File: src/hw/rtl/csi_pkg.sv
`default_nettype none

package csi_pkg;

   localparam int MAX_INTERVALS = 1024;

   localparam int SAMPLE_W   = 32;
   localparam int COUNT_W    = 11;
   localparam int STEP_W     = 32;
   localparam int INTEGRAL_W = 64;
   localparam int REQ_DATA_W = ((SAMPLE_W + COUNT_W + 7) / 8) * 8;

   localparam logic [STEP_W-1:0] STEP_RESET = 32'h0100_0000;

   localparam logic [INTEGRAL_W-1:0] INTEGRAL_MAX = 64'h7FFF_FFFF_FFFF_FFFF;
   localparam logic [INTEGRAL_W-1:0] INTEGRAL_MIN = 64'h8000_0000_0000_0000;

   // long division by three, digit width
   localparam int CHUNK_W = 16;

   localparam int WEIGHT_W = 6;
   typedef logic [WEIGHT_W-1:0] weight_type;

   // weights in units of h/24
   localparam weight_type WEIGHT_NONE      = 6'd0;
   localparam weight_type WEIGHT_TRAP      = 6'd12;
   localparam weight_type WEIGHT_S13_END   = 6'd8;
   localparam weight_type WEIGHT_S13_ODD   = 6'd32;
   localparam weight_type WEIGHT_S13_EVEN  = 6'd16;
   localparam weight_type WEIGHT_S38_END   = 6'd9;
   localparam weight_type WEIGHT_S38_THIRD = 6'd18;
   localparam weight_type WEIGHT_S38_INNER = 6'd27;
   localparam weight_type WEIGHT_JOIN      = 6'd17;

   // accumulator width: |sum| <= 24 * n * 2^31
   function automatic int sum_width(input int max_n);
      return $clog2(24 * max_n) + SAMPLE_W;
   endfunction

endpackage

`default_nettype wire

File: src/hw/rtl/csi_scale.sv
`default_nettype none

module csi_scale #(
   parameter int SUM_W = csi_pkg::sum_width(csi_pkg::MAX_INTERVALS)
) (
   input  logic                              clock,
   input  logic                              reset,
   input  logic [csi_pkg::STEP_W-1:0]        step_size,
   input  logic                              in_valid,
   output logic                              in_ready,
   input  logic signed [SUM_W-1:0]           in_sum,
   output logic                              out_valid,
   input  logic                              out_ready,
   output logic                              out_neg,
   output logic [SUM_W+csi_pkg::STEP_W-2:0]  out_prod
);

   localparam int MAG_W  = SUM_W - 1;
   localparam int HI_W   = MAG_W - 32;
   localparam int PROD_W = MAG_W + csi_pkg::STEP_W;

   logic             a_valid_ff, a_valid_in, a_neg_ff, a_neg_in;
   logic [MAG_W-1:0] a_mag_ff, a_mag_in;
   logic             b_valid_ff, b_valid_in, b_neg_ff, b_neg_in;
   logic [63:0]      b_lo_ff, b_lo_in;
   logic [MAG_W-1:0] b_hi_ff, b_hi_in;
   logic             c_valid_ff, c_valid_in, c_neg_ff, c_neg_in;
   logic [PROD_W-1:0] c_prod_ff, c_prod_in;
   logic             a_free, b_free, c_free;

   assign c_free   = !c_valid_ff || out_ready;
   assign b_free   = !b_valid_ff || c_free;
   assign a_free   = !a_valid_ff || b_free;
   assign in_ready = a_free;

   always_comb begin
      a_valid_in = a_free ? in_valid : a_valid_ff;
      a_neg_in   = a_neg_ff;
      a_mag_in   = a_mag_ff;
      if (a_free && in_valid) begin
         a_neg_in = in_sum[SUM_W-1];
         a_mag_in = in_sum[SUM_W-1] ? MAG_W'(-in_sum) : MAG_W'(in_sum);
      end

      b_valid_in = b_free ? a_valid_ff : b_valid_ff;
      b_neg_in   = b_neg_ff;
      b_lo_in    = b_lo_ff;
      b_hi_in    = b_hi_ff;
      if (b_free && a_valid_ff) begin
         b_neg_in = a_neg_ff;
         b_lo_in  = 64'(a_mag_ff[31:0]) * 64'(step_size);
         b_hi_in  = (HI_W + 32)'(a_mag_ff[MAG_W-1:32]) * (HI_W + 32)'(step_size);
      end

      c_valid_in = c_free ? b_valid_ff : c_valid_ff;
      c_neg_in   = c_neg_ff;
      c_prod_in  = c_prod_ff;
      if (c_free && b_valid_ff) begin
         c_neg_in  = b_neg_ff;
         c_prod_in = PROD_W'(b_lo_ff) + (PROD_W'(b_hi_ff) << 32);
      end
   end

   always_ff @(posedge clock) begin
      if (reset) begin
         a_valid_ff <= 1'b0;
         b_valid_ff <= 1'b0;
         c_valid_ff <= 1'b0;
      end else begin
         a_valid_ff <= a_valid_in;
         b_valid_ff <= b_valid_in;
         c_valid_ff <= c_valid_in;
      end
   end

   always_ff @(posedge clock) begin
      a_neg_ff  <= a_neg_in;
      a_mag_ff  <= a_mag_in;
      b_neg_ff  <= b_neg_in;
      b_lo_ff   <= b_lo_in;
      b_hi_ff   <= b_hi_in;
      c_neg_ff  <= c_neg_in;
      c_prod_ff <= c_prod_in;
   end

   assign out_valid = c_valid_ff;
   assign out_neg   = c_neg_ff;
   assign out_prod  = c_prod_ff;

endmodule

`default_nettype wire

File: config.mk
export PLATFORM = sky130hd
export DESIGN_NAME = csi_scale
export DESIGN_NICKNAME = d
export VERILOG_FILES = /design/src/hw/rtl/csi_pkg.sv /design/src/hw/rtl/csi_scale.sv
export SDC_FILE = /design/constraint.sdc
export NUM_CORES = 2
export LEC_CHECK = 0
export ABC_AREA = 1
export ABC_CLOCK_PERIOD_IN_PS = 8300
export BUFFER_PORTS_ARGS = -buffer_cell sky130_fd_sc_hd__buf_2
export CORE_MARGIN = 10
export CORE_UTILIZATION = 41
export CTS_CLUSTER_DIAMETER = 120
export DETAILED_ROUTE_END_ITERATION = 6
export GPL_ROUTABILITY_DRIVEN = 0
export GPL_TIMING_DRIVEN = 0
export PLACE_DENSITY = 0.67
export SLEW_MARGIN = 20
export SYNTH_ARGS = -nofsm -noshare
export SYNTH_HDL_FRONTEND = slang
export SYNTH_SLANG_ARGS = --single-unit
File: constraint.sdc
create_clock -name clock -period 8.3 [get_ports clock]
set_input_delay 0.83 -clock clock [delete_from_list [all_inputs] [get_ports clock]]
set_output_delay 0.83 -clock clock [all_outputs]
set_load 0.01 [all_outputs]
== After elaboration in Yosys (flattened, before gate mapping) ==
Index checks and enable logic that the tools add are counted.
Word-level totals
  output and inout port bits: 81
  bits of input ports: 83
  register bits after elaboration: 240
Cells by class
  multiplexer cells: 1
  reduce and logical (&&, ||, !) cells: 9
  add/subtract/negate cells: 2
  multiply operators: 2
Operators by type and width (number)
  $add A64 B78 Y78: 1
  $mul A32 B32 Y64: 1
  $mul A14 B32 Y46: 1
  $mux W46: 1
  $neg A46 Y46: 1
  $logic_and A1 B1 Y1: 3
  $logic_not A1 Y1: 3
  $logic_or A1 B1 Y1: 3

== Longest topological paths before layout ==
  depth after elaboration: 5
  mapped depth: 33
  mapped depth without buffers: 31

== Worst setup path before layout ==
Ideal clock, no wire load.
  path type: input port to flip-flop
  start: input port step_size[8] in the netlist's numbering
  end: register b_lo_ff[50] (data pin)
  library setup time: 253 ps
  stages: 26
  slack: 1257 ps
  buffers on the path: 2
  data arrival time: 6790 ps
  data required time: 8047 ps
  path through: clkbuf_1 buf_1 nand2_1 fa_1 inv_1 fa_1 inv_1 fa_1 inv_1 fa_1 fa_1 fa_1 fa_1 inv_1 fa_1 inv_1 ha_1 nand2_1 nor2_1 inv_1 nor2_4 nand2_1 nor2_1 nand2_1 nand4_1 nand2_1
On the way
  longest elaborated chain between the ends: 1
RTL lines
  start: declaration: RTL line csi_scale.sv:8  | input logic [csi_pkg::STEP_W-1:0] step_size,
  $mul A32 B32 Y64: RTL line csi_scale.sv:51  | b_lo_in = 64'(a_mag_ff[31:0]) * 64'(step_size);
  end signal: assignment: RTL line csi_scale.sv:80  | b_lo_ff <= b_lo_in;
  end: declaration: RTL line csi_scale.sv:25  | logic [63:0] b_lo_ff, b_lo_in;
Every way passes these cells.
A chain may end at the register's enable or synchronous reset.

== Worst setup path after layout ==
  start: register a_mag_ff[24]
  end: register b_lo_ff[61] (data pin)
On the way
  longest elaborated chain between the ends: 1
RTL lines
  start: declaration: RTL line csi_scale.sv:23  | logic [MAG_W-1:0] a_mag_ff, a_mag_in;
  start signal: assignment: RTL line csi_scale.sv:78  | a_mag_ff <= a_mag_in;
  $mul A32 B32 Y64: RTL line csi_scale.sv:51
Every way passes these cells.

==> results by group <==
Logic synthesis
  – Mapped cell area: 62640 um2
  – Post-synthesis sequential area ratio: 11.46%
  – Avg Synthesized Cell Area: 7.663 um2
  – Synth warn: 0
  – Syn nets: 9917
  – Yosys top cell area share: 40.08%
  – Yosys reg bits: 240
  – Synth cell types: 39
  – Ranking of synthesized cells by area: fa_1 (40%), nand2_1 (16%), inv_1 (15%), edfxtp_1 (11%), ha_1 (8.1%)
  – Yosys top cell by area: fa_1
  – Gate Count Post-Synth: 8174

Timing
  – Fin Setup TNS: -0.1141 ns
  – Setup ws final: -0.05243 ns
  – Worst Clk Skew: 0.04010 ns
  – RSZ-0062 raised after global routing: yes
  – Worst slew pin tran: 1.306 ns
  – Period utilisation layout: 100.6%
  – Final Hold Viols: 0
  – Minimum clock period: 8.352 ns
  – Slew headroom: 12.92%
  – Final setup fails: 3
  – Fmax: 119.7 MHz
  – Slew Viols, Final: 0

Clock tree
  – Setup bufs post-CTS: 0
  – Clk sinks: 240
  – TritonCTS clock tree: done
  – Hold_buf cts: 0
  – Skew-Pair Late Insertion Delay: 0.63 ns
  – Num CTS Buffers: 34
  – Clock transition at path regs: 0.06 ns
  – H-tree level count: 2
  – CTS Buffer Depth: 3
  – Clk Tree Root Cell: clkbuf_16

Die
  – Initial cell density of the core: 41.24%
  – Die Ht: 410.9 um
  – Core ar.: 151900 um2
  – IO Count: 164
  – Die area: 168800 um2
  – Die width: 410.9 um
  – Placement Rows: 143

GRT
  – Largest net degree at the start of global routing: 82
  – Global-route wire length before repair: 345100 um
  – Vias in the first global route: 55790
  – Initial antenna violation count: 24
  – Gr usage total: 27.42%
  – GRT overflow: 0

Final layout
  – Area Overhead vs Synth: 7.372%
  – Cell area after layout: 67260 um2
  – Fin nets: 10090
  – Share of cells above drive strength 1: 4.156%

Status
  – Outcome: complete, but fails checks
  – Failing checks: DRC, setup timing

Worst setup path
  – CP cell instances: clkbuf_1, nand2_1, inv_1, fa_1, inv_1, fa_1, fa_1, fa_1, inv_1, fa_1, fa_1, fa_1, fa_1, ha_1, nand2_1, nor2_1, nand2_1, inv_1, a21oi_1, nand2_1, nand2_1, nand3_1, nand2_1
  – CP bufs+invs: 5
  – CP most frequent cell: fa_1
  – Critical path endpoint category: flop
  – Slowest CP cell: clkbuf_1
  – Startpoint types: flop
  – Top Family by Delay on Critical Path: adder cells
  – Worst stage delay on the critical path: 0.87 ns
  – Critical path data required time: 8.63 ns
  – Setup CP Type: flop to flop
  – Crit. path cell count: 23
  – Max FO, Critical Path: 10
  – Worst reg2reg path depth: 23
  – Critical path data arrival time: 8.68 ns

Routing
  – Vias: 54250
  – Drt pass-1 iters: 7
  – Final WL: 231700 um
  – DRT antenna net count: 0
  – Routed length per instance: 22.27 um
  – DR iter-0 viols: 6596
  – Vias per inst: 5.213
  – DRC: 1

Placement
  – Placed cell area: 66040 um2
  – # port buffers: 131
  – Dpl hpwl: 193500 um

Hold path
  – Worst hold stages: 2
  – HP Class: primary input to flop

Flow run
  – Number of max-cap violations: 0
==> repair_timing <==
item / 4_1_cts / 5_1_grt
setup endpoints to repair: 27 / 31
resized for setup: 18 / 101
pin swaps: 0 / 0
==> cells by family (layout without fill, tap and decap cells) <==
group | after synthesis | in the layout | synth area share (%)
AOI/OAI and AO/OA | 220 | 220 | 1.898
buffers and inverters | 2762 | 2962 | 16.55
other | 0 | 2 | 0
xor gates and xnor gates | 128 | 128 | 1.790
adders and majority gates | 1660 | 1660 | 48.19
DFF | 240 | 240 | 11.46
and+or+nand+nor | 3164 | 3164 | 20.12
==> worst reg2reg max path, stage by stage, from the launching register on <==
cell	delay, ns
edfxtp_1	0.70
clkbuf_1	0.88
nand2_1	0.12
inv_1	0.12
fa_1	0.40
inv_1	0.09
fa_1	0.45
fa_1	0.53
fa_1	0.56
inv_1	0.05
fa_1	0.49
fa_1	0.58
fa_1	0.46
fa_1	0.58
ha_1	0.45
nand2_1	0.12
nor2_1	0.36
nand2_1	0.13
inv_1	0.19
a21oi_1	0.10
nand2_1	0.28
nand2_1	0.13
nand3_1	0.10
nand2_1	0.17
==> cell type report <==
class / count / area (um2)
buffer: 303 / 1292
antenna: 2 / 5.005
fill: 15080 / 84640
sequential: 240 / 7177
tap: 2030 / 2540
clock inverter: 25 / 210.2
multi-input combinational: 5172 / 45110
clock buffer: 37 / 862.1
timing repair buffer: 139 / 835.8
inverter: 2458 / 9231
==> per-stage QoR <==
step	cells	hold WS, ns	utilization, %	setup WS (ns)
floorplan	8174	0.4003	-	1.257
global placement	10340	0.4009	43.34	-1.170
detailed placement	10340	0.4045	43.47	-0.9834
CTS	10400	0.3729	44.21	-0.001412
global route	10410	0.4059	44.28	-0.02281
finish	10410	0.3912	44.28	-0.05243
==> registers in the layout, indices dropped and copies added (netlist names) <==
name        flops
out_prod       78
b_hi_ff        46
out_valid       1
a_mag_ff       46
b_valid_ff      1
a_neg_ff        1
b_neg_ff        1
a_valid_ff      1
b_lo_ff        64
out_neg         1
==> path summary, 6_finish.rpt <==
kind	startpoint	to	slack, ns
setup reg to reg	a_mag_ff[24]$_DFFE_PP_	b_lo_ff[61]$_DFFE_PP_	-0.05
hold / removal	reset	b_valid_ff$_SDFFE_PP0P_	0.39
setup / recovery	a_mag_ff[24]$_DFFE_PP_	b_lo_ff[61]$_DFFE_PP_	-0.05
hold reg to reg	b_lo_ff[13]$_DFFE_PP_	out_prod[13]$_DFFE_PP_	0.42
==> cell usage in the layout, fill, tap and decap left out, types with 18 or more instances in the layout <==
master     count
nand3_1      149
buf_1         77
o21bai_1      22
nor2_1       274
inv_1       2443
a21oi_1      125
fa_1        1254
o21ai_0       50
nand2_1     2590
nor2_2        18
nand3_2       18
nand4_1       47
clkbuf_16     34
edfxtp_1     237
xor2_1       113
ha_1         406
clkbuf_1     158
buf_2        138
clkbuf_2      52
==> cell usage after synthesis (all sizes together) <==
library cell and n:
nand2 2606, inv 2458, fa 1254, ha 406, nor2 299, edfxtp 237
clkbuf 201, nand3 167, a21oi 126, xor2 113, buf 103, o21ai 58
nand4 47, nor3 31, o21bai 22, xnor2 15, a31oi 7, nor4 5
nand3b 4, and2 3, dfxtp 3, a22oi 2, o21a 2, a21boi 1
a21o 1, nand2b 1, o22ai 1, or2 1
==> metal layers <==
metal,GRT usage [%],share of wire [%],wire length (um),vias up
li1,-,-,-,23460
met2,39.37,40,93240,3761
met4,16.09,7.4,17260,28
met3,12.16,16,37640,899
met5,0,0.071,165,-
met1,33.89,36,83390,26100
Power is left out: the tool's default activity adds up to more than one toggle a clock period on the data nets, which glitch-free logic cannot reach.
