<file path="src/hw/rtl/csi_pkg.sv">
`default_nettype none

package csi_pkg;

   localparam int MAX_INTERVALS = 1024;

   localparam int SAMPLE_W   = 32;
   localparam int COUNT_W    = 11;
   localparam int STEP_W     = 32;
   localparam int INTEGRAL_W = 64;
   localparam int REQ_DATA_W = ((SAMPLE_W + COUNT_W + 7) / 8) * 8;

   localparam logic [STEP_W-1:0] STEP_RESET = 32'h0100_0000;

   localparam logic [INTEGRAL_W-1:0] INTEGRAL_MAX = 64'h7FFF_FFFF_FFFF_FFFF;
   localparam logic [INTEGRAL_W-1:0] INTEGRAL_MIN = 64'h8000_0000_0000_0000;

   // long division by three, digit width
   localparam int CHUNK_W = 16;

   localparam int WEIGHT_W = 6;
   typedef logic [WEIGHT_W-1:0] weight_type;

   // weights in units of h/24
   localparam weight_type WEIGHT_NONE      = 6'd0;
   localparam weight_type WEIGHT_TRAP      = 6'd12;
   localparam weight_type WEIGHT_S13_END   = 6'd8;
   localparam weight_type WEIGHT_S13_ODD   = 6'd32;
   localparam weight_type WEIGHT_S13_EVEN  = 6'd16;
   localparam weight_type WEIGHT_S38_END   = 6'd9;
   localparam weight_type WEIGHT_S38_THIRD = 6'd18;
   localparam weight_type WEIGHT_S38_INNER = 6'd27;
   localparam weight_type WEIGHT_JOIN      = 6'd17;

   // accumulator width: |sum| <= 24 * n * 2^31
   function automatic int sum_width(input int max_n);
      return $clog2(24 * max_n) + SAMPLE_W;
   endfunction

endpackage

`default_nettype wire

</file>
<file path="src/hw/rtl/csi_div24.sv">
`default_nettype none

module csi_div24 #(
   parameter int PROD_W = csi_pkg::sum_width(csi_pkg::MAX_INTERVALS) + csi_pkg::STEP_W - 1
) (
   input  logic                              clock,
   input  logic                              reset,
   input  logic                              in_valid,
   output logic                              in_ready,
   input  logic                              in_neg,
   input  logic [PROD_W-1:0]                 in_prod,
   output logic                              out_valid,
   input  logic                              out_ready,
   output logic [csi_pkg::INTEGRAL_W-1:0]    out_integral,
   output logic                              out_saturated
);

   localparam int CW    = csi_pkg::CHUNK_W;
   localparam int X_W   = PROD_W - 3;
   localparam int NCH   = (X_W + CW - 1) / CW;
   localparam int XP    = NCH * CW;
   localparam int RS    = CW + 4;
   localparam int RM    = (2 ** RS + 2) / 3;
   localparam int CUR_W = CW + 2;
   localparam int RP_W  = CUR_W + RS;

   logic          st_valid_ff [NCH];
   logic          st_valid_in [NCH];
   logic          st_neg_ff   [NCH];
   logic          st_neg_in   [NCH];
   logic [1:0]    st_rem_ff   [NCH];
   logic [1:0]    st_rem_in   [NCH];
   logic [XP-1:0] st_work_ff  [NCH];
   logic [XP-1:0] st_work_in  [NCH];
   logic          st_free     [NCH+1];

   logic                           out_valid_ff, out_valid_in;
   logic [csi_pkg::INTEGRAL_W-1:0] out_integral_ff, out_integral_in;
   logic                           out_sat_ff, out_sat_in;
   logic [XP-1:0]                  q;
   logic                           pos_over, neg_over, fin_neg;

   assign in_ready     = st_free[0];
   assign st_free[NCH] = !out_valid_ff || out_ready;

   // one base-2^CW quotient digit per stage, most significant first;
   // each digit overwrites the dividend digit it consumed
   for (genvar k = 0; k < NCH; k++) begin : g_stage
      localparam int LO = (NCH - 1 - k) * CW;

      logic             src_valid, src_neg;
      logic [1:0]       src_rem;
      logic [XP-1:0]    src_work;
      logic [CUR_W-1:0] cur;
      logic [RP_W-1:0]  rprod;
      logic [CW-1:0]    digit;

      if (k == 0) begin : g_head
         assign src_valid = in_valid;
         assign src_neg   = in_neg;
         assign src_rem   = 2'd0;
         assign src_work  = XP'(in_prod >> 3);
      end else begin : g_body
         assign src_valid = st_valid_ff[k-1];
         assign src_neg   = st_neg_ff[k-1];
         assign src_rem   = st_rem_ff[k-1];
         assign src_work  = st_work_ff[k-1];
      end

      assign st_free[k] = !st_valid_ff[k] || st_free[k+1];

      always_comb begin
         cur   = {src_rem, src_work[LO +: CW]};
         rprod = RP_W'(cur) * RP_W'(RM);
         digit = CW'(rprod >> RS);
         st_valid_in[k] = st_free[k] ? src_valid : st_valid_ff[k];
         st_neg_in[k]   = st_neg_ff[k];
         st_rem_in[k]   = st_rem_ff[k];
         st_work_in[k]  = st_work_ff[k];
         if (st_free[k] && src_valid) begin
            st_neg_in[k]           = src_neg;
            st_rem_in[k]           = 2'(cur - CUR_W'(32'(digit) * 3));
            st_work_in[k]          = src_work;
            st_work_in[k][LO +: CW] = digit;
         end
      end

      always_ff @(posedge clock) begin
         if (reset) begin
            st_valid_ff[k] <= 1'b0;
         end else begin
            st_valid_ff[k] <= st_valid_in[k];
         end
      end

      always_ff @(posedge clock) begin
         st_neg_ff[k]  <= st_neg_in[k];
         st_rem_ff[k]  <= st_rem_in[k];
         st_work_ff[k] <= st_work_in[k];
      end
   end

   assign q       = st_work_ff[NCH-1];
   assign fin_neg = st_neg_ff[NCH-1];

   always_comb begin
      pos_over = |q[XP-1:63];
      neg_over = (|q[XP-1:64]) || (q[63] && (|q[62:0]));
      out_valid_in    = st_free[NCH] ? st_valid_ff[NCH-1] : out_valid_ff;
      out_integral_in = out_integral_ff;
      out_sat_in      = out_sat_ff;
      if (st_free[NCH] && st_valid_ff[NCH-1]) begin
         if (!fin_neg) begin
            out_sat_in      = pos_over;
            out_integral_in = pos_over ? csi_pkg::INTEGRAL_MAX : q[63:0];
         end else begin
            out_sat_in      = neg_over;
            out_integral_in = neg_over ? csi_pkg::INTEGRAL_MIN : -q[63:0];
         end
      end
   end

   always_ff @(posedge clock) begin
      if (reset) begin
         out_valid_ff <= 1'b0;
      end else begin
         out_valid_ff <= out_valid_in;
      end
   end

   always_ff @(posedge clock) begin
      out_integral_ff <= out_integral_in;
      out_sat_ff      <= out_sat_in;
   end

   assign out_valid     = out_valid_ff;
   assign out_integral  = out_integral_ff;
   assign out_saturated = out_sat_ff;

endmodule

`default_nettype wire

</file>
<file path="config.mk">
export PLATFORM = sky130hd
export DESIGN_NAME = csi_div24
export DESIGN_NICKNAME = d
export VERILOG_FILES = /design/src/hw/rtl/csi_pkg.sv /design/src/hw/rtl/csi_div24.sv
export SDC_FILE = /design/constraint.sdc
export NUM_CORES = 2
export LEC_CHECK = 0
export ABC_CLOCK_PERIOD_IN_PS = 11570
export BUFFER_PORTS_ARGS = -buffer_cell sky130_fd_sc_hd__buf_4
export CORE_ASPECT_RATIO = 2
export CORE_UTILIZATION = 37
export CTS_CLUSTER_SIZE = 16
export DETAILED_ROUTE_END_ITERATION = 8
export SLEW_MARGIN = 20
export SYNTH_ARGS = -nofsm -noshare
export SYNTH_HDL_FRONTEND = slang
export SYNTH_SLANG_ARGS = --single-unit
</file>
<file path="constraint.sdc">
create_clock -name clock -period 11.57 [get_ports clock]
set_clock_uncertainty 0.05 [all_clocks]
set_input_delay 2.314 -clock clock [delete_from_list [all_inputs] [get_ports clock]]
set_output_delay 2.314 -clock clock [all_outputs]
set_load 0.02 [all_outputs]
</file>
After elaboration in Yosys (flattened, before gate mapping)
Memory sizes are Yosys's and may differ from the RTL's.
Index checks and enable logic that the tools add are counted.
{"block": "op_classes", "add_sub_neg": 6, "multipliers": 10, "eq_ne": 1, "n_mux": 32, "bitwise_logic": 5, "n_reduce_logical": 23}
{"op": "$mux 80", "n": 5}
{"op": "$mux 64", "n": 3}
{"op": "$mul 18x18->35 const B", "n": 4}
{"op": "$mul 16x2->2 const B", "n": 4}
{"op": "$neg 64->64", "n": 1}
{"op": "$reduce_or 63->1", "n": 1}
{"op": "$mul 11x18->29 const B", "n": 1}
{"op": "$mux 1", "n": 19}
{"op": "$reduce_or 17->1", "n": 1}
{"op": "$reduce_or 16->1", "n": 1}
{"op": "$mul 10x2->2 const B", "n": 1}
{"op": "$mux 2", "n": 5}
{"op": "$sub 2x2->2", "n": 5}
{"op": "$logic_and 1x1->1", "n": 7}
{"op": "$logic_or 1x1->1", "n": 7}
{"op": "$logic_not 1->1", "n": 6}
{"op": "$or 1x1->1", "n": 5}
{"op": "$ne 1x1->1 const B", "n": 1}
{"block": "word_totals", "register_bits": 66, "ram_bits": 420, "in_bits": 83, "output_inout_bits": 67, "wordCells": 84, "memories": 4}
{"name": "st_work_ff", "words": 5, "word_bits": 80, "read_ports": 5, "rd_ports_with_merged_regs": 0, "write_ports": 5, "line": "csi_div24.sv:33", "text": "logic [XP-1:0] st_work_ff [NCH];"}
{"name": "st_rem_ff", "words": 5, "word_bits": 2, "read_ports": 4, "rd_ports_with_merged_regs": 0, "write_ports": 5, "line": "csi_div24.sv:31", "text": "logic [1:0] st_rem_ff [NCH];"}
{"name": "st_neg_ff", "words": 5, "word_bits": 1, "read_ports": 5, "rd_ports_with_merged_regs": 0, "write_ports": 5, "line": "csi_div24.sv:29", "text": "logic st_neg_ff [NCH];"}
{"name": "st_valid_ff", "words": 5, "word_bits": 1, "read_ports": 5, "rd_ports_with_merged_regs": 0, "write_ports": 5, "line": "csi_div24.sv:27", "text": "logic st_valid_ff [NCH];"}

Depth between registers and ports, before layout
{"block": "depth", "word_depth": 9, "ltp_mapped": 24, "depth_no_buf": 24}

Worst setup path after synthesis
No wires, ideal clock.
{"block": "synth_path", "kind": "input-to-reg", "startpoint": "input port out_ready", "endpoint": "memory st_neg_ff[2][0] (netlist: st_neg_ff[0][2]) (enable)", "setup_time_ns": 0.630, "t_arrival_ns": 8.299, "required_ns": 10.890, "setup_slack_ns": 2.591, "path_stages": 4, "n_path_buf": 1, "path_cell_list": "nor2b_1 > and3_1 > clkbuf_1 > a21boi_0"}
{"element": "from (decl)", "line": "csi_div24.sv:13", "text": "input logic out_ready,"}
{"element": "to (decl)", "line": "csi_div24.sv:29"}

==> results.toml <==
[outcome]
status = "completed"

[floorplanning]
io_pins = 150
fp.dieH_um = 473
start_util = 0.374
core_area_um2 = 110000
fp.dieArea_um2 = 112000
die_width_um = 237
num_rows = 172

[cells_and_area]
finalNetCount = 4917
fin_area_um2 = 45400
area_growth_pct = 10.6
drive_gt1_frac = 0.0716
finish.utilization = 0.413

[synthesis]
syn-num-nets = 4745
synth.distinct_cells = 72
yosys.area.top_type = "edfxtp_1"
yosysWarnings = 0
synth_enable_flop_cells = 448
synthFlopType = "edfxtp_1"
synth_seq_cells = 454
syn_inst = 3494
synth_top_area_share = 0.328
post_synth.cell_area_avg_um2 = 11.7
netlist_top_cells_area = "edfxtp_1, fa_1, ha_1, inv_1, xnor2_1"
netlist_area_um2 = 41000
synthArstFlopShare = 0
yosysSeqAreaShare = 0.331

[global_route]
grt_max_degree = 79
grt_pass1_vias = 27200
antenna_found_initial = 1
gr-usage-all-layers = 0.166
grt.overflow.total = 0
grt_pass1_wl_um = 144000

[worst_setup_path]
cp.required_ns = 11.86
startpoint_type = "input port"
crit_family = "adder cells"
crit_fanout = 4
slowest_stage = "fa_1"
crit_chain = "buf_4 -> ha_1 -> fa_1 -> inv_1 -> fa_1 -> fa_1 -> inv_1 -> fa_1 -> ha_1 -> nand3_1 -> nor3_1 -> a221o_1 -> a41oi_1 -> nand2_1 -> xor2_1 -> ha_1 -> xor2_1 -> xnor2_1 -> xnor2_1"
cp.depth = 19
worst_ep_arrival_time_ns = 7.41
r2r_cells = 19
critPathKind = "in -> reg"
worst_path_most_repeated_cell = "fa_1"
slowest_delay_ns = 0.61
crit_buf_inv = 3
crit_path_end_kind = "flip-flop"

[clock_tree]
root_buffer = "clkbuf_16"
clk_latency_ns = 0.61
clock-sinks = 454
cts_buffers = 46
holdBufCountCts = 0
clock_path_buffers = 3
post_cts_buffers = 0
clkTransAtPathRegs_ns = 0.07
htree_levels = 2
cts_tree = "done"
cts.repair.resized = 0

[placement]
io_buffers = 146
hpwl_um = 75500
place_congestion = 0.914
placed_area_um2 = 43800

[timing]
holdWs_ns = 0.351
finalHoldViolCount = 0
tightest_slew_ns = 1.10
fmax_ghz = 0.141
maxSlewViolCount = 0
fin_setup_tns_ns = 0
slew_headroom = 0.261
period_needed_ns = 7.12
period_share = 0.615
rsz0062_at_grt = "no"
setup_viol = 0

[route]
via_per_inst = 4.86
wl_um = 89200
firstDrtPassIters = 5
ant_nets = 0
num_vias = 24800
drt_iter0_markers = 1024
drc = 0
wl_per_cell_um = 17.5

[min_path]
hold_depth = 0
hold_path.class = "reg -> reg"

[run]
maxCapViolCount = 0
## sequential cells by signal (all words and copies together) (netlist names)
name,count
out_saturated,1
st_valid_ff,5
st_work_ff,370
out_integral,64
st_neg_ff,5
st_rem_ff,8
out_valid,1
## cell usage in the layout (no fill, tap or decap), types with 9 or more instances in the layout
| master | count |
|---|---|
| a211oi_1 | 14 |
| and3_1 | 15 |
| nand3_1 | 33 |
| a21o_1 | 32 |
| and2_1 | 14 |
| inv_1 | 991 |
| o41ai_1 | 15 |
| nor2_1 | 88 |
| o311ai_1 | 19 |
| o31ai_1 | 16 |
| nor4_1 | 17 |
| or2_2 | 9 |
| a31oi_1 | 14 |
| a211o_1 | 22 |
| o21ai_1 | 13 |
| nand2_1 | 63 |
| nand2b_1 | 13 |
| buf_4 | 157 |
| clkbuf_16 | 46 |
| or3_1 | 30 |
| fa_1 | 468 |
| a21oi_1 | 85 |
| ha_1 | 700 |
| nor3_1 | 48 |
| o21ai_0 | 46 |
| nand4_1 | 14 |
| xor2_1 | 38 |
| edfxtp_1 | 448 |
| xnor2_1 | 59 |
| o21a_1 | 24 |
## routing by layer
layer  track usage  up-vias  routed length (µm)  share of wire
li1              -    11900                   -              -
met1         0.167    12200               31400           0.35
met2         0.331      462               50700           0.57
met3        0.0149      200                2180          0.024
met4        0.0851        0                4910          0.055
met5             0        -                   0              0
## worst register-to-register path: cells and delay by family, from the launching register on
kind	cells	cell delay, ns
AOI/OAI and AO/OA	2	0.89
DFF	1	0.69
xor gates and xnor gates	4	0.96
and+or+nand+nor	3	0.57
adders and majority gates	8	3.44
buffers and inverters	2	0.12
## kinds of logic (layout without fill, tap and decap cells)
logic type / after synthesis / after routing / share of synthesized area
AND/OR/NAND/NOR: 381 / 381 / 0.0481
buffers and inverters: 1024 / 1230 / 0.0947
adder cells (fa/ha/maj): 1168 / 1168 / 0.442
other: 0 / 1 / 0
XOR/XNOR: 99 / 99 / 0.0218
AO/OA/AOI/OAI: 368 / 368 / 0.0623
flip-flops: 454 / 454 / 0.331
## Yosys cell counts (6+ instances only)
cell type,instances
clkbuf_1,21
nand2_1,63
ha_1,700
o21ai_1,13
o211ai_1,7
edfxtp_1,448
nand3_1,33
or2_2,9
o41ai_1,15
o21ai_0,46
a21oi_1,85
xor2_1,38
nor2_1,89
nand4_1,14
nor3_1,48
a211o_1,22
o21a_1,24
xnor2_1,59
nor2b_1,11
a21boi_0,6
buf_2,6
fa_1,468
inv_1,991
nor3b_1,7
or3_1,30
dfxtp_1,6
a211oi_1,14
or4_1,7
nand2b_1,13
and3_1,15
a221o_1,6
a21o_1,32
and2_1,15
o31ai_1,16
a31oi_1,15
o311ai_1,19
a21bo_2,6
nor4_1,17
## metrics by stage
stage          setup WS, ns  instances
2_1_floorplan          2.59       3494
3_3_place_gp           3.79       5010
3_5_place_dp           3.82       5010
4_1_cts                4.47       5092
5_1_grt                4.12       5093
6_report               4.45       5093
## cell type report
| cell class | instances | area, µm² |
|---|---|---|
| Inverter | 991 | 3720 |
| Clock inverter | 30 | 357 |
| Fill cell | 10500 | 64400 |
| Antenna cell | 1 | 2.50 |
| Timing Repair Buffer | 157 | 1180 |
| Tap cell | 1392 | 1740 |
| Sequential cell | 454 | 13600 |
| Multi-Input combinational cell | 2016 | 23600 |
| Clock buffer | 52 | 1170 |
## worst paths after layout
path,startpoint,end,slack (ns)
worst max-delay path,in_prod[72],st_rem_ff[0][1],4.45
worst min-delay path,st_work_ff[0][196],st_work_ff[0][276],0.35
worst max register to register,st_work_ff[0][113],st_rem_ff[0][5],4.59
worst min register to register,st_work_ff[0][196],st_work_ff[0][276],0.35
Power is left out: the tool's default activity adds up to more than one toggle a clock period on the data nets, which glitch-free logic cannot reach.
