--- src/hw/rtl/csi_pkg.sv ---
`default_nettype none

package csi_pkg;

   localparam int MAX_INTERVALS = 1024;

   localparam int SAMPLE_W   = 32;
   localparam int COUNT_W    = 11;
   localparam int STEP_W     = 32;
   localparam int INTEGRAL_W = 64;
   localparam int REQ_DATA_W = ((SAMPLE_W + COUNT_W + 7) / 8) * 8;

   localparam logic [STEP_W-1:0] STEP_RESET = 32'h0100_0000;

   localparam logic [INTEGRAL_W-1:0] INTEGRAL_MAX = 64'h7FFF_FFFF_FFFF_FFFF;
   localparam logic [INTEGRAL_W-1:0] INTEGRAL_MIN = 64'h8000_0000_0000_0000;

   // long division by three, digit width
   localparam int CHUNK_W = 16;

   localparam int WEIGHT_W = 6;
   typedef logic [WEIGHT_W-1:0] weight_type;

   // weights in units of h/24
   localparam weight_type WEIGHT_NONE      = 6'd0;
   localparam weight_type WEIGHT_TRAP      = 6'd12;
   localparam weight_type WEIGHT_S13_END   = 6'd8;
   localparam weight_type WEIGHT_S13_ODD   = 6'd32;
   localparam weight_type WEIGHT_S13_EVEN  = 6'd16;
   localparam weight_type WEIGHT_S38_END   = 6'd9;
   localparam weight_type WEIGHT_S38_THIRD = 6'd18;
   localparam weight_type WEIGHT_S38_INNER = 6'd27;
   localparam weight_type WEIGHT_JOIN      = 6'd17;

   // accumulator width: |sum| <= 24 * n * 2^31
   function automatic int sum_width(input int max_n);
      return $clog2(24 * max_n) + SAMPLE_W;
   endfunction

endpackage

`default_nettype wire

--- src/hw/rtl/csi_front.sv ---
`default_nettype none

module csi_front #(
   parameter int MAX_INTERVALS = csi_pkg::MAX_INTERVALS,
   parameter int SUM_W         = csi_pkg::sum_width(csi_pkg::MAX_INTERVALS)
) (
   input  logic                                clock,
   input  logic                                reset,
   input  logic                                in_valid,
   output logic                                in_ready,
   input  logic signed [csi_pkg::SAMPLE_W-1:0] in_sample,
   input  logic        [csi_pkg::COUNT_W-1:0]  in_count,
   output logic                                out_valid,
   input  logic                                out_ready,
   output logic signed [SUM_W-1:0]             out_sum
);

   localparam int NW = $clog2(MAX_INTERVALS + 1);
   localparam int MS = NW + 2;
   localparam int MM = (2 ** MS + 2) / 3;
   localparam int MW = NW + MS;
   localparam int TW = csi_pkg::SAMPLE_W + csi_pkg::WEIGHT_W + 1;

   logic [NW-1:0] pos_ff, pos_in, run_n_ff, run_n_in;
   logic [1:0]    pos3_ff, pos3_in;
   logic          run3_ff, run3_in;
   logic [NW-1:0] n_new, n_cur, n_less3, q3;
   logic [MW-1:0] q3_prod;
   logic          n3_new, run3_cur, first, last, accept;
   csi_pkg::weight_type wt;

   logic                                s1_valid_ff, s1_valid_in;
   logic signed [csi_pkg::SAMPLE_W-1:0] s1_sample_ff, s1_sample_in;
   csi_pkg::weight_type                 s1_weight_ff, s1_weight_in;
   logic                                s1_first_ff, s1_first_in;
   logic                                s1_last_ff, s1_last_in;

   logic signed [TW-1:0]    term;
   logic signed [SUM_W-1:0] sum_ff, sum_in, sum_base, sum_next;
   logic                    s1_free, s1_leave, s2_free;
   logic                    out_valid_ff, out_valid_in;
   logic signed [SUM_W-1:0] out_sum_ff, out_sum_in;

   // count clamp and n mod 3 by reciprocal
   always_comb begin
      if (32'(in_count) > 32'(MAX_INTERVALS)) begin
         n_new = NW'(MAX_INTERVALS);
      end else begin
         n_new = NW'(in_count);
      end
      q3_prod = MW'(n_new) * MW'(MM);
      q3      = NW'(q3_prod >> MS);
      n3_new  = (n_new == NW'(32'(q3) * 3));
   end

   assign first    = (pos_ff == '0);
   assign n_cur    = first ? n_new : run_n_ff;
   assign run3_cur = first ? n3_new : run3_ff;
   assign last     = (pos_ff >= n_cur);
   assign n_less3  = n_cur - NW'(3);

   always_comb begin
      if (n_cur == '0) begin
         wt = csi_pkg::WEIGHT_NONE;
      end else if (n_cur == NW'(1)) begin
         wt = csi_pkg::WEIGHT_TRAP;
      end else if (!n_cur[0]) begin
         if (first || pos_ff == n_cur) begin
            wt = csi_pkg::WEIGHT_S13_END;
         end else if (pos_ff[0]) begin
            wt = csi_pkg::WEIGHT_S13_ODD;
         end else begin
            wt = csi_pkg::WEIGHT_S13_EVEN;
         end
      end else if (run3_cur) begin
         if (first || pos_ff == n_cur) begin
            wt = csi_pkg::WEIGHT_S38_END;
         end else if (pos3_ff == 2'd0) begin
            wt = csi_pkg::WEIGHT_S38_THIRD;
         end else begin
            wt = csi_pkg::WEIGHT_S38_INNER;
         end
      end else if (pos_ff < n_less3) begin
         // 1/3 rule on the head of a mixed run
         if (first) begin
            wt = csi_pkg::WEIGHT_S13_END;
         end else if (pos_ff[0]) begin
            wt = csi_pkg::WEIGHT_S13_ODD;
         end else begin
            wt = csi_pkg::WEIGHT_S13_EVEN;
         end
      end else if (pos_ff == n_less3) begin
         wt = csi_pkg::WEIGHT_JOIN;
      end else if (pos_ff == n_cur) begin
         wt = csi_pkg::WEIGHT_S38_END;
      end else begin
         wt = csi_pkg::WEIGHT_S38_INNER;
      end
   end

   assign s2_free  = !out_valid_ff || out_ready;
   assign s1_free  = !s1_valid_ff || !s1_last_ff || s2_free;
   assign s1_leave = s1_valid_ff && s1_free;
   assign in_ready = s1_free;
   assign accept   = in_valid && s1_free;

   always_comb begin
      pos_in       = pos_ff;
      pos3_in      = pos3_ff;
      run_n_in     = run_n_ff;
      run3_in      = run3_ff;
      s1_valid_in  = s1_free ? accept : s1_valid_ff;
      s1_sample_in = s1_sample_ff;
      s1_weight_in = s1_weight_ff;
      s1_first_in  = s1_first_ff;
      s1_last_in   = s1_last_ff;
      if (accept) begin
         if (first) begin
            run_n_in = n_new;
            run3_in  = n3_new;
         end
         if (last) begin
            pos_in  = '0;
            pos3_in = 2'd0;
         end else begin
            pos_in  = pos_ff + 1'b1;
            pos3_in = (pos3_ff == 2'd2) ? 2'd0 : pos3_ff + 2'd1;
         end
         s1_sample_in = in_sample;
         s1_weight_in = wt;
         s1_first_in  = first;
         s1_last_in   = last;
      end
   end

   always_comb begin
      term     = s1_sample_ff * $signed({1'b0, s1_weight_ff});
      sum_base = s1_first_ff ? '0 : sum_ff;
      sum_next = sum_base + SUM_W'(term);
      sum_in   = s1_leave ? sum_next : sum_ff;
      out_valid_in = s2_free ? (s1_leave && s1_last_ff) : out_valid_ff;
      out_sum_in   = (s1_leave && s1_last_ff) ? sum_next : out_sum_ff;
   end

   always_ff @(posedge clock) begin
      if (reset) begin
         pos_ff       <= '0;
         pos3_ff      <= 2'd0;
         s1_valid_ff  <= 1'b0;
         out_valid_ff <= 1'b0;
      end else begin
         pos_ff       <= pos_in;
         pos3_ff      <= pos3_in;
         s1_valid_ff  <= s1_valid_in;
         out_valid_ff <= out_valid_in;
      end
   end

   always_ff @(posedge clock) begin
      run_n_ff     <= run_n_in;
      run3_ff      <= run3_in;
      s1_sample_ff <= s1_sample_in;
      s1_weight_ff <= s1_weight_in;
      s1_first_ff  <= s1_first_in;
      s1_last_ff   <= s1_last_in;
      sum_ff       <= sum_in;
      out_sum_ff   <= out_sum_in;
   end

   assign out_valid = out_valid_ff;
   assign out_sum   = out_sum_ff;

endmodule

`default_nettype wire

--- config.mk ---
export PLATFORM = sky130hd
export DESIGN_NAME = csi_front
export DESIGN_NICKNAME = d
export VERILOG_FILES = /design/src/hw/rtl/csi_pkg.sv /design/src/hw/rtl/csi_front.sv
export SDC_FILE = /design/constraint.sdc
export NUM_CORES = 1
export LEC_CHECK = 0
export BUFFER_PORTS_ARGS = -buffer_cell sky130_fd_sc_hd__clkbuf_2
export CAP_MARGIN = 0
export CORE_MARGIN = 1
export CORE_UTILIZATION = 40
export CTS_CLUSTER_DIAMETER = 30
export DETAILED_ROUTE_END_ITERATION = 7
export HOLD_SLACK_MARGIN = 0.1
export PLACE_DENSITY = 0.63
export RECOVER_POWER = 50
export SETUP_SLACK_MARGIN = 0.1
export SYNTH_ARGS = -nofsm -noshare
export SYNTH_HDL_FRONTEND = slang
export SYNTH_SLANG_ARGS = --single-unit
export TNS_END_PERCENT = 5
--- constraint.sdc ---
create_clock -name clock -period 28.3 [get_ports clock]
set_clock_uncertainty 0.2 [all_clocks]
set_input_delay 5.66 -clock clock [delete_from_list [all_inputs] [get_ports clock]]
set_output_delay 5.66 -clock clock [all_outputs]
set_load 0.01 [all_outputs]
==> Word-level counts from Yosys, hierarchy flattened <==
Index checks and enable logic that the tools add are counted.
{ "op_classes": {"add_sub_neg": 4, "multipliers": 3, "n_div": 0, "order_cmp": 3, "eq_ne": 5, "n_shift": 0, "n_mux": 18, "n_bitwise": 0, "reduce_logical": 14} }
{ "op_table": {"columns": ["op", "n"], "rows": [
  ["$add 47x39->47", 1],
  ["$mux 47", 1],
  ["$mul 32x7->39", 1],
  ["$mux 6", 6],
  ["$eq 11x11->1", 3],
  ["$mux 11", 3],
  ["$mul 11x12->23 const B", 1],
  ["$logic_not 11->1", 2],
  ["$mux 5", 3],
  ["$add 11x1->11 const B", 1],
  ["$eq 11x1->1 const B", 1],
  ["$ge 11x11->1", 1],
  ["$gt 11x11->1 const B", 1],
  ["$lt 11x11->1", 1],
  ["$mul 10x2->11 const B", 1],
  ["$sub 11x2->11 const B", 1],
  ["$mux 4", 2],
  ["$logic_or 1x1->1", 4],
  ["$mux 2", 2],
  ["$logic_and 1x1->1", 3],
  ["$logic_not 1->1", 3],
  ["$add 2x1->2 const B", 1],
  ["$eq 2x2->1 const B", 1],
  ["$logic_not 2->1", 1],
  ["2 further kinds", 2]
]} }
{ "word_totals": {"reg_bits": 161, "latch_bits": 0, "ramBits": 0, "romBits": 0, "out_inout_bits": 49, "memories": 0} }

==> Logic depth before layout (Yosys ltp) <==
Gate-level depths: netlist (run 1).
{ "depth": {"word_depth": 10, "mapped_depth": 34} }

==> Least setup slack after synthesis (run 1) <==
No wires, ideal clock.
{ "synth_timing": {"path_type": "input-to-reg", "start": "input in_count[5] (netlist name)", "end": "register s1_weight_ff[3] (data pin)", "setup_ns": 0.290, "arrival_time_ns": 12.845, "required_time_ns": 27.810, "slack_ns": 14.965, "path_stages": 32, "path_cell_list": "or4_1 nor3_1 a21oi_1 nand2b_1 fa_1 inv_1 fa_1 fa_1 inv_1 fa_1 inv_1 ha_1 a21oi_1 o21ai_0 a2111o_1 a31oi_1 nor2b_1 o21a_1 o21a_1 o21a_1 nor2_1 ha_1 clkbuf_1 a41o_1 nor4_1 nor3_1 a311oi_1 nand3_1 and4bb_4 a21oi_4 mux2i_1 a31oi_1"} }
{ "synth_via": {"elab_chain_len": 10} }
{ "synth_rtl": {"columns": ["item", "line", "rtl"], "rows": [
  ["from (decl)", "csi_front.sv:12", "input logic [csi_pkg::COUNT_W-1:0] in_count,"],
  ["$gt 11x11->1", "csi_front.sv:46", "if (32'(in_count) > 32'(MAX_INTERVALS)) begin"],
  ["$mux 11 (*)", "csi_front.sv:46", null],
  ["parallel branches: the longest is 8 deep, another holds $mul 11x12->23", null, null],
  ["to (signal assigned)", "csi_front.sv:163", "s1_weight_ff <= s1_weight_in;"],
  ["to (decl)", "csi_front.sv:34", "csi_pkg::weight_type s1_weight_ff, s1_weight_in;"]
]} }
Every way passes the cells marked *.
A chain may end at the register's enable or synchronous reset.

==> Worst setup path in the final report (run 1) <==
{ "layout_timing": {"start": "input in_count[10] (netlist name)", "end": "register s1_weight_ff[3] (data pin)"} }
Same word-level chain as after synthesis.

==> results.json, run 1 <==
{
  "outcome": "complete, but fails checks",
  "failed_checks": "max-capacitance violations, max-slew violations",
  "synth_warnings": 0,
  "cp.buffers_inverters": 7,
  "syn-cell-area_sq_um": 18000,
  "fin_cells": 2447,
  "port_buffers": 95,
  "period_share": 0.491,
  "worst_hold_slack_ns": 0.354,
  "synth_top_family_by_area": "adder cells",
  "ioPinCount": 96,
  "ctsLongestPathBuffers": 2,
  "synth_compound_area_frac": 0.0802,
  "vias_per_cell": 5.03,
  "synth.most_common_cell": "inv_1",
  "leakagePower_nw": 8.97,
  "die_h_um": 214,
  "setup-tns-final_ns": 0,
  "cpPeakStageDelay_ns": 0.61,
  "syn_inst": 1756,
  "drc": 0,
  "syn_area_per_cell_sq_um": 10.2,
  "antenna_left": 0,
  "synth_edf_count": 146,
  "numCtsBuffers": 17,
  "hold_viol": 0,
  "worstSetupPathType": "primary input to register",
  "crit_required_ns": 28.31,
  "grt_start_max_net_pins": 48,
  "synth_area_leader_cell": "fa_1",
  "routed_wl_um": 39900,
  "drtIter0Drc": 603,
  "antenna_found_initial": 0,
  "synthMuxAreaShare": 0.00501,
  "cp_top_family": "adder cells",
  "grt_pass1_wl_um": 67600,
  "crit_path_end_kind": "register",
  "clkTransAtPathRegs_ns": 0.07,
  "cts.sinks": 161,
  "rows": 77,
  "core_area_sq_um": 44300,
  "dp.cells": 2415,
  "cpMaxStageDelayCell": "clkbuf_1",
  "pre_cts_ws_ns": 14.19,
  "dpl-instance-area_sq_um": 19100,
  "ys_types": 66,
  "crit_fanout": 17,
  "n_antenna_cell": 0,
  "synth_xor_area_frac": 0.0385,
  "powerDensity_nw_per_um2": 104,
  "postCtsResizedCells": 0,
  "drv_slew": 127,
  "wl_per_cell_um": 16.3,
  "synthAdderAreaFrac": 0.384,
  "dp_hpwl_um": 31300,
  "die_width_um": 214,
  "place_congestion": 0.888,
  "drt-pass1-iter-count": 5,
  "synth_top_area_share": 0.249,
  "seq_area_frac_synth": 0.261,
  "synth_nets": 2221,
  "synth-simple-area-share": 0.156,
  "vias": 12300,
  "drive_above_1_share": 0.0636,
  "synth_commonest_cells": "inv_1 (318), fa_1 (224), ha_1 (194)",
  "clock_latency_ns": 0.46,
  "nFillCells": 4252,
  "slew_headroom": -1.08,
  "min_period_ns": 13.89,
  "ys_seq_elements": 161,
  "overflow": 0,
  "fmax_mhz": 72.0,
  "setup_ws_ns": 14.41,
  "grt_usage": 0.186,
  "post_cts_buffers": 0,
  "die_area_sq_um": 45800,
  "fin_area_sq_um": 19700,
  "cp.arrival_ns": 13.90,
  "crit_top_cell": "inv_1",
  "ys_top_cells_by_area": "fa_1 (25%), edfxtp_1 (24%), ha_1 (14%)",
  "initial_utilization": 0.406,
  "ir_drop_mv": 0.0518,
  "synthFlopType": "edfxtp_1",
  "htree_levels": 4,
  "maxCapViolCount": 3,
  "nets": 2307,
  "cts_root_buffer": "clkbuf_16",
  "grt_pass1_vias": 13300,
  "async_reset_ff_frac": 0,
  "rsz0062_at_grt": "false",
  "syn_to_final_growth_pct": 9.42,
  "tightest_slew_ns": 3.12,
  "setup_viol": 0,
  "hold_path_class": "register to register",
  "worstSetupStartpointType": "primary input",
  "cts_tree": "done",
  "cts_hold_buf": 0
}
-- cells by family after synthesis --
logic type | count (synthesis)
simple gates | 506
other cells | 1
compound gates | 223
flops | 161
fa+ha+maj | 418
buf+inv | 359
mux | 9
xor+xnor | 79
-- worst paths after layout --
kind | from | depth (start not counted) | endpoint | slack [ns]
hold / removal | s1_valid_ff | 2 | out_valid | 0.35
hold reg to reg | s1_valid_ff | 2 | out_valid | 0.35
setup reg to reg | s1_first_ff | 18 | sum_ff[44] | 20.75
setup / recovery | in_count[10] | 33 | s1_weight_ff[3] | 14.41
-- cell type report --
cell class	count	area, sq um	share of cell area
repair buffers	106	508	0.0258
clock inverters	14	153	0.00776
inverters	320	1200	0.0612
flip-flops and latches	161	4680	0.238
well taps	592	741	0.0377
clock buffers	18	429	0.0218
multi-input cells	1236	12000	0.608
-- state kept, by name, summed over array words and instances (netlist names), 2 cells and up --
register      flops
s1_sample_ff     32
run_n_ff         11
pos3_ff           2
sum_ff           47
out_sum          47
pos_ff           11
s1_weight_ff      6
-- per-stage QoR --
stage,util,power (mW)
2_1_floorplan,-,1.48
3_3_place_gp,0.432,1.80
3_5_place_dp,0.432,1.82
4_1_cts,0.445,2.07
5_1_grt,0.444,2.27
6_report,0.444,2.05
-- placed cells by master (no fill, tap or decap), drive strengths merged, types with 6 or more instances in the layout --
| cell | count |
|---|---|
| nand4 | 16 |
| o21a | 17 |
| a31oi | 8 |
| a211oi | 9 |
| nand2b | 42 |
| a21o | 20 |
| xor2 | 23 |
| xnor2 | 56 |
| dfxtp | 15 |
| or2 | 6 |
| fa | 224 |
| and3 | 7 |
| o21ai | 37 |
| a21oi | 79 |
| nor4 | 12 |
| clkinv | 6 |
| nand2 | 85 |
| edfxtp | 146 |
| inv | 326 |
| nand3 | 23 |
| and2 | 162 |
| o21bai | 7 |
| clkbuf | 116 |
| mux2i | 9 |
| ha | 194 |
| buf | 8 |
| nor3 | 19 |
| o31a | 6 |
| nor2 | 66 |
| nor2b | 40 |
-- worst reg2reg max path: cells and delay by family (launching register included) --
| kind | cells | cell delay [ns] |
|---|---|---|
| AOI/OAI and AO/OA | 9 | 2.58 |
| xor gates and xnor gates | 1 | 0.19 |
| adders and majority gates | 4 | 2.03 |
| buffers and inverters | 3 | 1.71 |
| DFF | 1 | 0.33 |
| and+or+nand+nor | 1 | 0.24 |
-- where the power goes --
| group | leakage [nW] | switching (mW) | total (mW) | internal, mW |
|---|---|---|---|---|
| Combinational | 7.17 | 0.818 | 1.37 | 0.550 |
| Sequential | 1.51 | 0.0229 | 0.447 | 0.424 |
| Clock | 0.285 | 0.104 | 0.235 | 0.131 |
| Total | 8.97 | 0.945 | 2.05 | 1.11 |
-- routing by layer --
| metal | vias up | global-route usage | part of all wire |
|---|---|---|---|
| li1 | 5923 | - | - |
| met1 | 6093 | 0.238 | 0.44 |
| met2 | 235 | 0.322 | 0.50 |
| met3 | 50 | 0.0327 | 0.045 |
| met4 | 0 | 0.0494 | 0.017 |
| met5 | - | 0 | 0 |
Note: power is estimated with default switching activity, not from simulation.
==> inputs of run 2 (changes only) <==
clock period = 13.65 ns   (was 28.3 ns; I/O delays follow)
==> run 2 against run 1 <==
Net effect: the run still ends with max-capacitance violations, max-slew violations left; combinational power grew 110%; final area barely moved; sequential power increased by 110%; register-to-register slack got worse by 15 ns; critical path depth did not move; clock power increased by 110%; non-clock buffer count is the same; utilization barely moved; sequential cell count unchanged; setup slack got worse by 12 ns; largest power group unchanged; highest routed layer unchanged.
==> results.json, run 2 (synthesis gave the netlist of run 1 again) <==
{
  "outcome": "complete, but fails checks",
  "failed_checks": "max-capacitance violations, max-slew violations",
  "clkTransAtPathRegs_ns": 0.07,
  "antenna_found_initial": 0,
  "worstSetupPathType": "primary input to register",
  "ctsLongestPathBuffers": 2,
  "grt_start_max_net_pins": 48,
  "cp.arrival_ns": 10.98,
  "grt_usage": 0.186,
  "cts_hold_buf": 0,
  "min-delay-start": "s1_valid_ff",
  "die_h_um": 214,
  "layout_commonest_cell": "inv_1",
  "cpPeakStageDelay_ns": 0.60,
  "wl_per_cell_um": 16.3,
  "r2r_end": "sum_ff[44]",
  "critical_path.reg2reg.startpoint": "s1_first_ff",
  "seq_area_sq_um": 4680,
  "ioPinCount": 96,
  "post_cts_buffers": 0,
  "crit_top_cell": "inv_1",
  "antenna_left": 0,
  "cts_tree": "done",
  "die_area_sq_um": 45800,
  "grt_pass1_vias": 13400,
  "htree_levels": 4,
  "clock_latency_ns": 0.46,
  "core_area_sq_um": 44300,
  "worst_hold_slack_ns": 0.344,
  "cts_root_buffer": "clkbuf_16",
  "crit_path_end_kind": "register",
  "drt-pass1-iter-count": 7,
  "initial_utilization": 0.406,
  "place_congestion": 0.888,
  "worstHoldPathCells": 2,
  "powerDensity_nw_per_um2": 217,
  "setup-tns-final_ns": 0,
  "ir_drop_mv": 0.107,
  "period_share": 0.804,
  "slew_headroom": -1.11,
  "rows": 77,
  "nets": 2307,
  "hold_viol": 0,
  "hold_end": "out_valid",
  "rr_worst_depth": 18,
  "crit_required_ns": 13.66,
  "drc": 0,
  "n_antenna_cell": 0,
  "overflow": 0,
  "syn_to_final_growth_pct": 9.33,
  "grt_pass1_wl_um": 68000,
  "cpMaxStageDelayCell": "clkbuf_1",
  "drv_slew": 175,
  "rsz0062_at_grt": "false",
  "vias": 12300,
  "fmax_mhz": 91.1,
  "dpl-instance-area_sq_um": 19100,
  "leakagePower_nw": 8.90,
  "dp_hpwl_um": 31300,
  "tightest_slew_ns": 3.16,
  "min_period_ns": 10.97,
  "worstSetupStartpointType": "primary input",
  "die_width_um": 214,
  "multiInputGateArea_sq_um": 12000,
  "vias_per_cell": 5.04,
  "port_buffers": 95,
  "postCtsResizedCells": 0,
  "setup_viol": 0,
  "routed_wl_um": 39800,
  "drtIter0Drc": 652,
  "numCtsBuffers": 17,
  "hold_path_class": "register to register",
  "cts.sinks": 161,
  "final_cell_mix": "inv_1 (319), fa_1 (224), ha_1 (194), and2_1 (161), edfxtp_1 (146)",
  "fin_area_sq_um": 19700,
  "drive_above_1_share": 0.0512,
  "nFillCells": 4257,
  "r2r_slack_ns": 6.13,
  "maxCapViolCount": 4,
  "crit_fanout": 17
}
## run 2: metrics by stage
stage,std cells,worst slack (ns),total power [mW],util
global route,2447,2.10,4.72,0.443
finish,2447,2.68,4.26,0.443
detailed placement,2415,2.40,3.77,0.432
global placement,2415,2.68,3.73,0.432
CTS,2447,2.90,4.31,0.445
floorplan,1756,3.24,3.07,-
## run 2: worst max path at each step
stage	from	slack [ns]	end	cells after the start
6_report	in_count[10]	2.68	s1_weight_ff[3]	33
5_1_grt	in_count[10]	2.10	s1_weight_ff[3]	33
4_1_cts	in_count[5]	2.90	s1_weight_ff[3]	32
3_5_place_dp	in_count[5]	2.40	s1_weight_ff[3]	32
3_3_place_gp	in_count[5]	2.68	s1_weight_ff[3]	32
2_1_floorplan	in_count[5]	3.24	s1_weight_ff[3]	32
## run 2: layout make-up
cell class	instances	area share
timing repair buffer	106	0.0241
multi-input combinational	1236	0.608
clock inverter	15	0.00885
clock buffer	17	0.0216
sequential	161	0.238
inverter	320	0.0612
tap	592	0.0377
## run 2: power by group
part	switching (mW)	total, mW	internal, mW	leakage, nW
combinational	1.70	2.83	1.14	7.10
sequential	0.0468	0.927	0.880	1.51
clock	0.225	0.500	0.275	0.297
total	1.97	4.26	2.29	8.90
## run 2: per-layer routing
metal | part of all wire | track usage | vias up
li1 | - | - | 5932
met5 | 0 | 0 | -
met1 | 0.43 | 0.234 | 6117
met3 | 0.046 | 0.0340 | 56
met4 | 0.022 | 0.0597 | 0
met2 | 0.50 | 0.322 | 237
## run 2: critical path, delay by kind of cell
kind	cells	cell delay, ns
fa+ha+maj	7	2.72
compound gates	11	2.48
simple gates	7	1.42
buf+inv	7	1.40
mux	1	0.22
